===== config.mk =====
export PLATFORM = sky130hd
export DESIGN_NAME = slc_front
export DESIGN_NICKNAME = d
export VERILOG_FILES = /design/src/hdl/slc_pkg.sv /design/src/hdl/slc_front.sv
export SDC_FILE = /design/constraint.sdc
export NUM_CORES = 1
export LEC_CHECK = 0
export CAP_MARGIN = 20
export CORE_MARGIN = 2
export CORE_UTILIZATION = 65
export CTS_CLUSTER_DIAMETER = 150
export DETAILED_ROUTE_END_ITERATION = 8
export DONT_BUFFER_PORTS = 1
export GPL_TIMING_DRIVEN = 0
export HOLD_SLACK_MARGIN = 0.06
export PLACE_DENSITY = 0.8
export SYNTH_ARGS = -nofsm -noshare
export SYNTH_HDL_FRONTEND = slang
export SYNTH_SLANG_ARGS = --single-unit

===== constraint.sdc =====
create_clock -name clk -period 4 [get_ports clk]
set_clock_uncertainty 0.15 [all_clocks]
set_input_delay 0.2 -clock clk [delete_from_list [all_inputs] [get_ports clk]]
set_output_delay 0.2 -clock clk [all_outputs]
set_load 0.01 [all_outputs]

===== src/hdl/slc_pkg.sv =====
// Shared types and constants of the set-associative LRU cache tag store.
// Used by slc_front, slc_back and set_assoc_lru_cache_tags_core.
`default_nettype none

package slc_pkg;

	localparam int ADDR_W          = 32;
	localparam int PAGE_W          = 20;
	localparam int STAMP_W         = 32;
	localparam int SET_OUT_W       = 6;
	localparam int TAG_OUT_W       = 20;
	localparam int IN_DATA_W       = 56;
	localparam int OUT_DATA_W      = 32;
	localparam int ACTION_W        = 2;
	localparam int OFFSET_BITS_DEF = 6;
	localparam int INDEX_BITS_DEF  = 6;
	localparam int WAYS_DEF        = 4;

	typedef enum logic [ACTION_W-1:0] {
		ACT_READ     = 2'd0,
		ACT_INV_ADDR = 2'd1,
		ACT_INV_PAGE = 2'd2,
		ACT_NONE     = 2'd3
	} action_t;

	// One request word between the front and the back, with its effective address.
	typedef struct packed {
		action_t             action;
		logic [ADDR_W-1:0]   addr;
	} req_t;

	// Result word, hit in the lowest bit.
	typedef struct packed {
		logic [2:0]           pad;
		logic                 forward_invalidate;
		logic                 memory_access;
		logic [TAG_OUT_W-1:0] line_tag;
		logic [SET_OUT_W-1:0] set_index;
		logic                 hit;
	} res_t;

endpackage

`default_nettype wire


===== src/hdl/slc_front.sv =====
// Front end of the tag store: accepts input words, forms the effective address
// and holds them in a two-entry queue for the back end. Depends on slc_pkg.
`default_nettype none

module slc_front
	import slc_pkg::*;
#(
	parameter int OFFSET_BITS = OFFSET_BITS_DEF,
	parameter int INDEX_BITS  = INDEX_BITS_DEF
) (
	input  wire logic                 clk,
	input  wire logic                 arst_n,
	input  wire logic                 s_tvalid,
	output logic                      s_tready,
	input  wire logic [IN_DATA_W-1:0] s_tdata,
	input  wire logic [ACTION_W-1:0]  s_tuser,
	output logic                      req_valid,
	output req_t                      req,
	input  wire logic                 req_pop
);

	localparam int SHIFT = OFFSET_BITS + INDEX_BITS;

	req_t             queue_q [2];
	logic             wr_ptr_q;
	logic             rd_ptr_q;
	logic [1:0]       count_q;
	logic             push;
	logic             pop;
	logic [ADDR_W-1:0] page_ext;
	req_t             in_req;

	assign s_tready  = (count_q != 2'd2);
	assign req_valid = (count_q != 2'd0);
	assign req       = queue_q[rd_ptr_q];
	assign push      = s_tvalid && s_tready;
	assign pop       = req_pop && req_valid;

	always_comb begin
		page_ext      = {{(ADDR_W - PAGE_W){1'b0}}, s_tdata[ADDR_W +: PAGE_W]};
		in_req.action = action_t'(s_tuser);
		if (in_req.action == ACT_INV_PAGE) begin
			in_req.addr = page_ext << SHIFT;
		end else begin
			in_req.addr = s_tdata[ADDR_W-1:0];
		end
	end

	always_ff @(posedge clk) begin
		if (push) begin
			queue_q[wr_ptr_q] <= in_req;
		end
	end

	always_ff @(posedge clk or negedge arst_n) begin
		if (!arst_n) begin
			wr_ptr_q <= 1'b0;
			rd_ptr_q <= 1'b0;
			count_q  <= 2'd0;
		end else begin
			if (push) begin
				wr_ptr_q <= ~wr_ptr_q;
			end
			if (pop) begin
				rd_ptr_q <= ~rd_ptr_q;
			end
			if (push && !pop) begin
				count_q <= count_q + 2'd1;
			end else if (pop && !push) begin
				count_q <= count_q - 2'd1;
			end
		end
	end

endmodule

`default_nettype wire


==> results.cfg, run 1 <==
[cts]
clkSlewWorstSetupHoldPaths_ns = 0.09
cts_root_buf = clkbuf_8
clock_sinks = 72
clkLatencyLatePin_ns = 0.35
cts_buffer_depth = 2
numCtsBuffers = 9
cts-htree-levels = 3
cts_tree = done
cts_setup_buffers = 0

[setup_path]
crit_chain = nand2b_1 -> nand2_1 -> nor2_4
reg2reg_depth = 3
worstReg2RegStart = count_q[1]
critical_path_buf_inv_count = 0
worst-path-max-fanout = 34
crit_path_end = queue_q[0][11]
r2r-end = queue_q[0][11]
worstSetupEndpointType = flop
crit_type = reg -> reg
cp_top_family = simple AND/OR/NAND/NOR gates
cp-start-kind = flop
slowest_stage = nor2_4
crit_path_max_incr_delay_ns = 0.79
rrSetupSlack_ns = 1.79
worstPathRequired_ns = 3.81
cp_num_cells = 3
startpoint = count_q[1]
worstPathArrival_ns = 2.01

[logic_synthesis]
synthesis.nets = 223
muxShareOfSynthArea_pct = 23.0
synth_area_per_cell_um2 = 19.5
yosys.area.top_type = edfxtp_1
synth_fa_ha_area_share_pct = 0.402
synth_cell_types = 17
ys_top_cells_by_area = edfxtp_1 (66%), mux2_4 (14%), mux2_2 (9.0%)
synth_top_area_share_pct = 65.6
ys_warn_count = 0
synth_top_family_by_area = multiplexers
synth_simple_gate_area_share_pct = 3.94
synth_compound_area_share_pct = 0
yosysSeqAreaShare_pct = 68.8
syn-cell-area_um2 = 3110
synthCells = 160
ys_seq_elements = 72
synth_xor_area_share_pct = 1.41

[worst_hold_path]
hold_path.class = in -> reg

[job]
maxCapViolCount = 0

[routing]
dr_total_vias = 1650
via_per_inst = 5.73
finalWirelength_mm = 6.34
wl_per_cell_um = 22.0
drc = 0
dr.pass1.iters = 4
drtIter0Drc = 134
ant_nets = 0

[global_route]
grt_pass1_wl_mm = 9.45
grt_pass1_vias = 1847
antenna_found_initial = 0
grt-ovfl-total = 0
grt.total_usage_pct = 25.5
grt_max_degree = 35

[cells_and_area]
fin_nets = 292
layout-drive-gt1-share_pct = 33.3
syn_to_final_growth_pct = 27.9
fillers = 193
diodes = 0

[run_status]
status = finished, final reports clean

[sta]
hold_ws_ns = 0.165
max_slew_margin_pct = 33.1
worst_pin_slew_ns = 1.00
rsz0062_at_grt = false
finalCriticalPeriod_ns = 2.21
hold_viol_final = 0
slew_violations = 0
tns_ns = 0
finalSetupViolations = 0
max_freq_mhz = 453
layout_worst_path_cycle_share_pct = 55.2

[floorplan]
die_w_um = 73.2
num_io_pins = 98
std_cell_rows = 25
core_area_um2 = 4660
die_area_um2 = 5360
start_util_pct = 66.8
die_y_um = 73.2

[power]
peakVddDrop_v = 0.000569
pwr_density_cell_nw_per_um2 = 644
leakagePower_nw = 1.48

[place]
gp_congestion = 0.688
hpwl_mm = 3.33
port_buffers = 0
worst reg2reg max path, stage by stage, from the launching register on:
cell and delay (ns):
dfrtp_1 0.46, nand2b_1 0.22, nand2_1 0.18, nor2_4 0.79
per-stage QoR:
stage / area [um2] / std cells / setup slack (ns) / total power [mW] / utilization [%]
after floorplan: 3110 / 160 / 1.29 / 1.75 / -
after global placement: 3180 / 214 / 0.631 / 1.84 / 68.3
after detailed placement: 3190 / 214 / 1.88 / 1.88 / 68.5
after CTS: 3980 / 288 / 1.87 / 2.53 / 85.4
after global routing: 3980 / 288 / 1.70 / 2.67 / 85.4
final: 3980 / 288 / 1.79 / 2.57 / 85.4
registers in the layout, summed over array words and instances, names as in the netlist:
name / cells
count_q: 2
rd_ptr_q: 1
queue_q: 68
wr_ptr_q: 1
cells by family (layout without fill, tap and decap cells):
logic type / after synthesis / in the layout
XOR/XNOR: 5 / 5
adder cells (fa/ha/maj): 1 / 1
buffers and inverters: 8 / 82
flip-flops: 72 / 72
multiplexers: 54 / 54
AND/OR/NAND/NOR: 20 / 20
layout make-up:
type	count	area, um2	area share [%]
inverter	1	3.75	0.0943
buffer	7	72.6	1.82
clock inverter	6	83.8	2.10
sequential	72	2140	53.8
timing repair buffer	58	581	14.6
tap	54	67.6	1.70
clock buffer	10	128	3.20
multi-input combinational	80	905	22.7
synthesized netlist by cell type, drive strengths merged:
library cell  number
and3               1
buf                7
dfrtp              4
edfxtp            68
ha                 1
inv                1
mux2              54
nand2              2
nand2b             1
nor2               2
nor2b             13
or2                1
xnor2              3
xor2               2
cells in the final DEF, fill, tap and decap left out, types with 2 or more instances in the layout:
master | Yosys | final
clkinvlp_4 | 0 | 2
nand2_1 | 2 | 2
xnor2_1 | 3 | 3
dfrtp_1 | 4 | 4
mux2_2 | 25 | 25
bufinv_16 | 0 | 2
mux2_4 | 29 | 29
nor2b_1 | 12 | 12
clkbuf_8 | 0 | 9
dlygate4sd3_1 | 0 | 58
xor2_1 | 2 | 2
edfxtp_1 | 68 | 68
buf_6 | 6 | 6
worst min path at each step:
| stage | start | to | slack [ns] | cells after the start |
|---|---|---|---|---|
| floorplan | arst_n | count_q[0] | -0.25 | 0 |
| global placement | arst_n | count_q[1] | -0.25 | 0 |
| detailed placement | arst_n | wr_ptr_q | -0.25 | 0 |
| CTS | s_tuser[0] | queue_q[0][0] | 0.15 | 3 |
| global route | s_tuser[0] | queue_q[0][1] | 0.19 | 3 |
| finish | s_tuser[0] | queue_q[0][0] | 0.17 | 3 |
where the power goes:
part	switching [mW]	internal, mW	leakage, nW
combinational	0.430	0.396	0.703
clock	0.275	0.348	0.0999
sequential	0.0699	1.05	0.681
total	0.775	1.79	1.48
metal layers:
layer | GRT usage (%) | vias to the layer above | part of all wire [%]
met1 | 29.2 | 819 | 37
met4 | 13.2 | 0 | 2.4
met2 | 43.1 | 70 | 54
met3 | 7.46 | 17 | 6.3
li1 | - | 744 | -
met5 | 0 | - | 0
what timing repair did:
item | CTS | global route
setup endpoints to repair | 0 | 0
endpoints found under the hold margin | 74 | 0
gates resized for setup | 0 | 0
hold buffers | 58 | 0
Note: power is estimated with default switching activity, not from simulation.
==> run 2: changes to the inputs <==
Settings changed: CORE_UTILIZATION 65 to 56, PLACE_DENSITY 0.8 to 0.73.
Clock period 4 ns to 1.85 ns, I/O delays scaled along.
==> results.cfg, run 2 (same netlist as run 1, synthesis figures left out) <==
[sta]
finalCriticalPeriod_ns = 1.76
layout_worst_path_cycle_share_pct = 95.1
setup_slack_ns = 0.0898
max_slew_margin_pct = 67.4
slew_violations = 0
rsz0062_at_grt = false
max_freq_mhz = 568
finalSetupViolations = 0
hold_viol_final = 0
worst_pin_slew_ns = 0.489
hold_ws_ns = 0.113

[power]
leakagePower_nw = 1.54
pwr_density_cell_nw_per_um2 = 1390
power_mw = 5.69
peakVddDrop_v = 0.000976

[run_status]
status = finished, final reports clean

[global_route]
grt_max_degree = 35
grt.total_usage_pct = 21.4
grt_pass1_wl_mm = 9.60
grt-ovfl-total = 0
grt_pass1_vias = 1879
antenna_found_initial = 0

[cts]
cts_tree = done
clkLatencyLatePin_ns = 0.33
cts_buffer_depth = 2
clock_sinks = 72
numCtsBuffers = 9
cts_root_buf = clkbuf_8
cts-htree-levels = 3
clkSlewWorstSetupHoldPaths_ns = 0.07

[cells_and_area]
fin_nets = 297
regArea_um2 = 2140
largest_register_ffs = 68
multiInputGateArea_um2 = 935
largest_register = queue_q
fillers = 334
diodes = 0
layout-drive-gt1-share_pct = 36.1
finish.utilization_pct = 75.4
final_common_cell = edfxtp_1
final_cell_mix = edfxtp_1 (68), dlygate4sd3_1 (58), mux2_4 (29)
syn_to_final_growth_pct = 31.6
top_regs = queue_q x68, count_q x2
stdcell_count = 310

[setup_path]
worstPathRequired_ns = 1.95
worstSetupEndpointType = flop
cp-start-kind = flop
crit_type = reg -> reg
worst-path-max-fanout = 4
worstPathArrival_ns = 1.86

[routing]
drtIter0Drc = 56
dr_total_vias = 1613
dr.pass1.iters = 4
drc = 0
wl_per_cell_um = 19.4
ant_nets = 0
finalWirelength_mm = 6.03
via_per_inst = 5.20

[floorplan]
num_io_pins = 98
die_y_um = 78.6
start_util_pct = 57.3
std_cell_rows = 27
core_area_um2 = 5440
die_area_um2 = 6170
die_w_um = 78.6

[place]
port_buffers = 0
gp_congestion = 0.669
hpwl_mm = 3.33
preCtsSetupSlack_ns = -0.319
dp_cells = 232

[job]
maxCapViolCount = 0

[worst_hold_path]
hold_path.class = in -> reg
## run 2: per-stage QoR
stage | area, um2 | setup TNS [ns]
floorplan | 3120 | 0
global placement | 3210 | -6.91
detailed placement | 3210 | -13.77
CTS | 4090 | 0
global route | 4100 | 0
finish | 4100 | 0
## run 2: path summary, 6_finish.rpt
| check | from | end | slack [ns] | cells after the start |
|---|---|---|---|---|
| min reg2reg | count_q[0] | count_q[0] | 0.41 | 1 |
| max | count_q[0] | count_q[1] | 0.09 | 7 |
| max reg2reg | count_q[0] | count_q[1] | 0.09 | 7 |
| max in group asynchronous | arst_n | rd_ptr_q | 0.94 | 2 |
| min | s_tuser[1] | queue_q[1][31] | 0.11 | 2 |
| min in group asynchronous | arst_n | wr_ptr_q | 0.44 | 2 |
## run 2: metal layers
metal	track usage [%]	vias up	routed length, um
met2	37.6	67	3270
met5	0	-	0
met3	6.09	15	340
met1	23.4	784	2240
met4	11.2	0	178
li1	-	747	-
## run 2: worst max-delay path, cell delays in order, from the launching register on
cell,delay [ns]
dfrtp_1,0.43
nand2b_4,0.20
nand2_4,0.13
inv_1,0.07
ha_1,0.21
xor2_1,0.14
nor2_1,0.15
xor2_1,0.19
## run 2: layout make-up
type / count / area share, %
Clock inverter: 6 / 2.66
Buffer: 7 / 1.77
Sequential cell: 72 / 52.3
Tap cell: 72 / 2.20
Clock buffer: 9 / 3.02
Multi-Input combinational cell: 81 / 22.8
Inverter: 1 / 0.0916
Timing Repair Buffer: 62 / 15.2
## run 2: where the power goes
part	switching (mW)	total, mW	internal, mW
registers	0.155	2.41	2.25
clock network	0.540	1.43	0.885
logic	0.929	1.85	0.924
## run 2: repair_timing
item / CTS / global route
hold buffers: 58 / 0
gates cloned: 1 / 0
pin swaps: 1 / 0
gates resized for setup: 5 / 1
buffers inserted: 4 / 0
hold endpoints to repair: 80 / 0
endpoints found under the setup margin: 69 / 1
==> run 3: changes to the inputs <==
Settings changed: CORE_ASPECT_RATIO set to 0.8, CORE_MARGIN 2 to not set.
==> results.cfg, run 3 (same netlist as run 1, synthesis figures left out) <==
[cts]
cts_buffer_depth = 2
cts-htree-levels = 3
cts_tree = done
clkLatencyLatePin_ns = 0.33
clock_sinks = 72
numCtsBuffers = 9
clkSlewWorstSetupHoldPaths_ns = 0.06
cts_root_buf = clkbuf_8

[routing]
wl_per_cell_um = 20.1
ant_nets = 0
via_per_inst = 5.51
drtIter0Drc = 86
drc = 0
finalWirelength_mm = 6.06
dr_total_vias = 1660
dr.pass1.iters = 4

[power]
pwr_density_cell_nw_per_um2 = 1340
switching_power_mw = 1.60
peakVddDrop_v = 0.00109
p_seq_share_pct = 44.2
clockPowerShare_pct = 21.1
sw_frac_of_total_pct = 29.4
combPwrFrac_pct = 34.7
p_int_mw = 3.85
power_mw = 5.45
leakagePower_nw = 1.52

[worst_hold_path]
min_delay_path_depth = 2
hold_path.class = in -> reg

[setup_path]
crit_path_end = count_q[1]
r2r-end = count_q[1]
worst-path-max-fanout = 4
rrSetupSlack_ns = 0.03
worstPathArrival_ns = 1.92
cp-start-kind = flop
crit_type = reg -> reg
startpoint = count_q[0]
worstReg2RegStart = count_q[0]
worstPathRequired_ns = 1.95
reg2reg_depth = 7
worstSetupEndpointType = flop

[cells_and_area]
multiInputGateArea_um2 = 930
layout-drive-gt1-share_pct = 35.1
syn_to_final_growth_pct = 30.5
fillers = 282
final_common_cell = edfxtp_1
diodes = 0
largest_register = queue_q
final_area_um2 = 4060
regArea_um2 = 2140
largest_register_ffs = 68
fin_nets = 297
final_cell_mix = edfxtp_1 (68), dlygate4sd3_1 (58), mux2_4 (29)
top_regs = queue_q x68, count_q x2

[floorplan]
core_area_um2 = 5180
die_y_um = 68.7
start_util_pct = 60.1
std_cell_rows = 23
num_io_pins = 98
die_w_um = 85.4
die_area_um2 = 5870

[place]
port_buffers = 0
hpwl_mm = 3.02
post_dp_cell_area_um2 = 3200
gp_congestion = 0.681

[sta]
finalSetupViolations = 0
max_slew_margin_pct = 67.9
max_freq_mhz = 550
slew_violations = 0
tns_ns = 0
worst_pin_slew_ns = 0.481
hold_viol_final = 0
hold_ws_ns = 0.105
layout_worst_path_cycle_share_pct = 98.3
finalCriticalPeriod_ns = 1.82

[global_route]
grt_pass1_wl_mm = 8.96
grt.total_usage_pct = 22.1
antenna_found_initial = 0
grt-ovfl-total = 0
grt_pass1_vias = 1733
grt_max_degree = 35

[run_status]
status = finished, final reports clean

[job]
maxCapViolCount = 0
-- run 3: cell count changes in the layout (fill, tap and decap cells not counted), sizes merged --
| cell | delta |
|---|---|
| clkbuf | +7 |
| clkinv | -3 |
| bufinv | -3 |
-- run 3: worst min-delay path by stage --
stage	start	endpoint	slack (ns)
floorplan	arst_n	count_q[0]	-0.35
global placement	arst_n	count_q[1]	-0.35
detailed placement	arst_n	wr_ptr_q	-0.35
CTS	s_tuser[1]	queue_q[0][12]	0.08
global route	s_tuser[1]	queue_q[1][12]	0.07
finish	s_tuser[1]	queue_q[0][12]	0.10
-- run 3: through the flow --
stage	instances	worst slack [ns]	utilization, %
2_1_floorplan	160	0.0546	-
3_3_place_gp	222	-0.206	61.8
3_5_place_dp	222	-0.324	61.8
4_1_cts	301	0.0287	78.3
5_1_grt	301	-0.0225	78.5
6_report	301	0.0310	78.5
-- run 3: layout make-up --
class	count	share of cell area [%]
repair buffers	62	15.9
plain buffers	7	1.79
clock buffers	16	4.68
flip-flops and latches	72	52.7
well taps	62	1.91
multi-input cells	81	22.9
inverters	1	0.0924
-- run 3: worst max-delay path: stages (launching register included) --
cell and delay, ns:
dfrtp_1 0.45, nand2b_2 0.28, nand2_4 0.16, inv_1 0.06, ha_1 0.22, xor2_1 0.16
nor2_1 0.12, xor2_1 0.15
-- run 3: power by group through the flow --
| stage | clock network [mW] | logic [mW] | registers, mW |
|---|---|---|---|
| 2_1_floorplan | 0 | 1.41 | 2.38 |
| 5_1_grt | 1.26 | 2.00 | 2.44 |
| 3_3_place_gp | 0 | 1.60 | 2.39 |
| 6_report | 1.15 | 1.89 | 2.41 |
| 3_5_place_dp | 0 | 1.63 | 2.42 |
| 4_1_cts | 1.18 | 1.88 | 2.39 |
-- run 3: repair_timing --
action                     CTS  global route
setup buffers                4             0
hold endpoints to repair    75             0
gates resized for setup      3             2
setup endpoints to repair   68            17
hold buffers                58             0
cloned                       1             0
pin swaps                    2             0
-- run 3: per-layer routing --
metal	GRT usage (%)	up-vias	wire, um
li1	-	754	-
met2	41.0	72	3300
met5	0	-	0
met3	9.88	18	377
met4	8.96	0	141
met1	22.3	816	2240
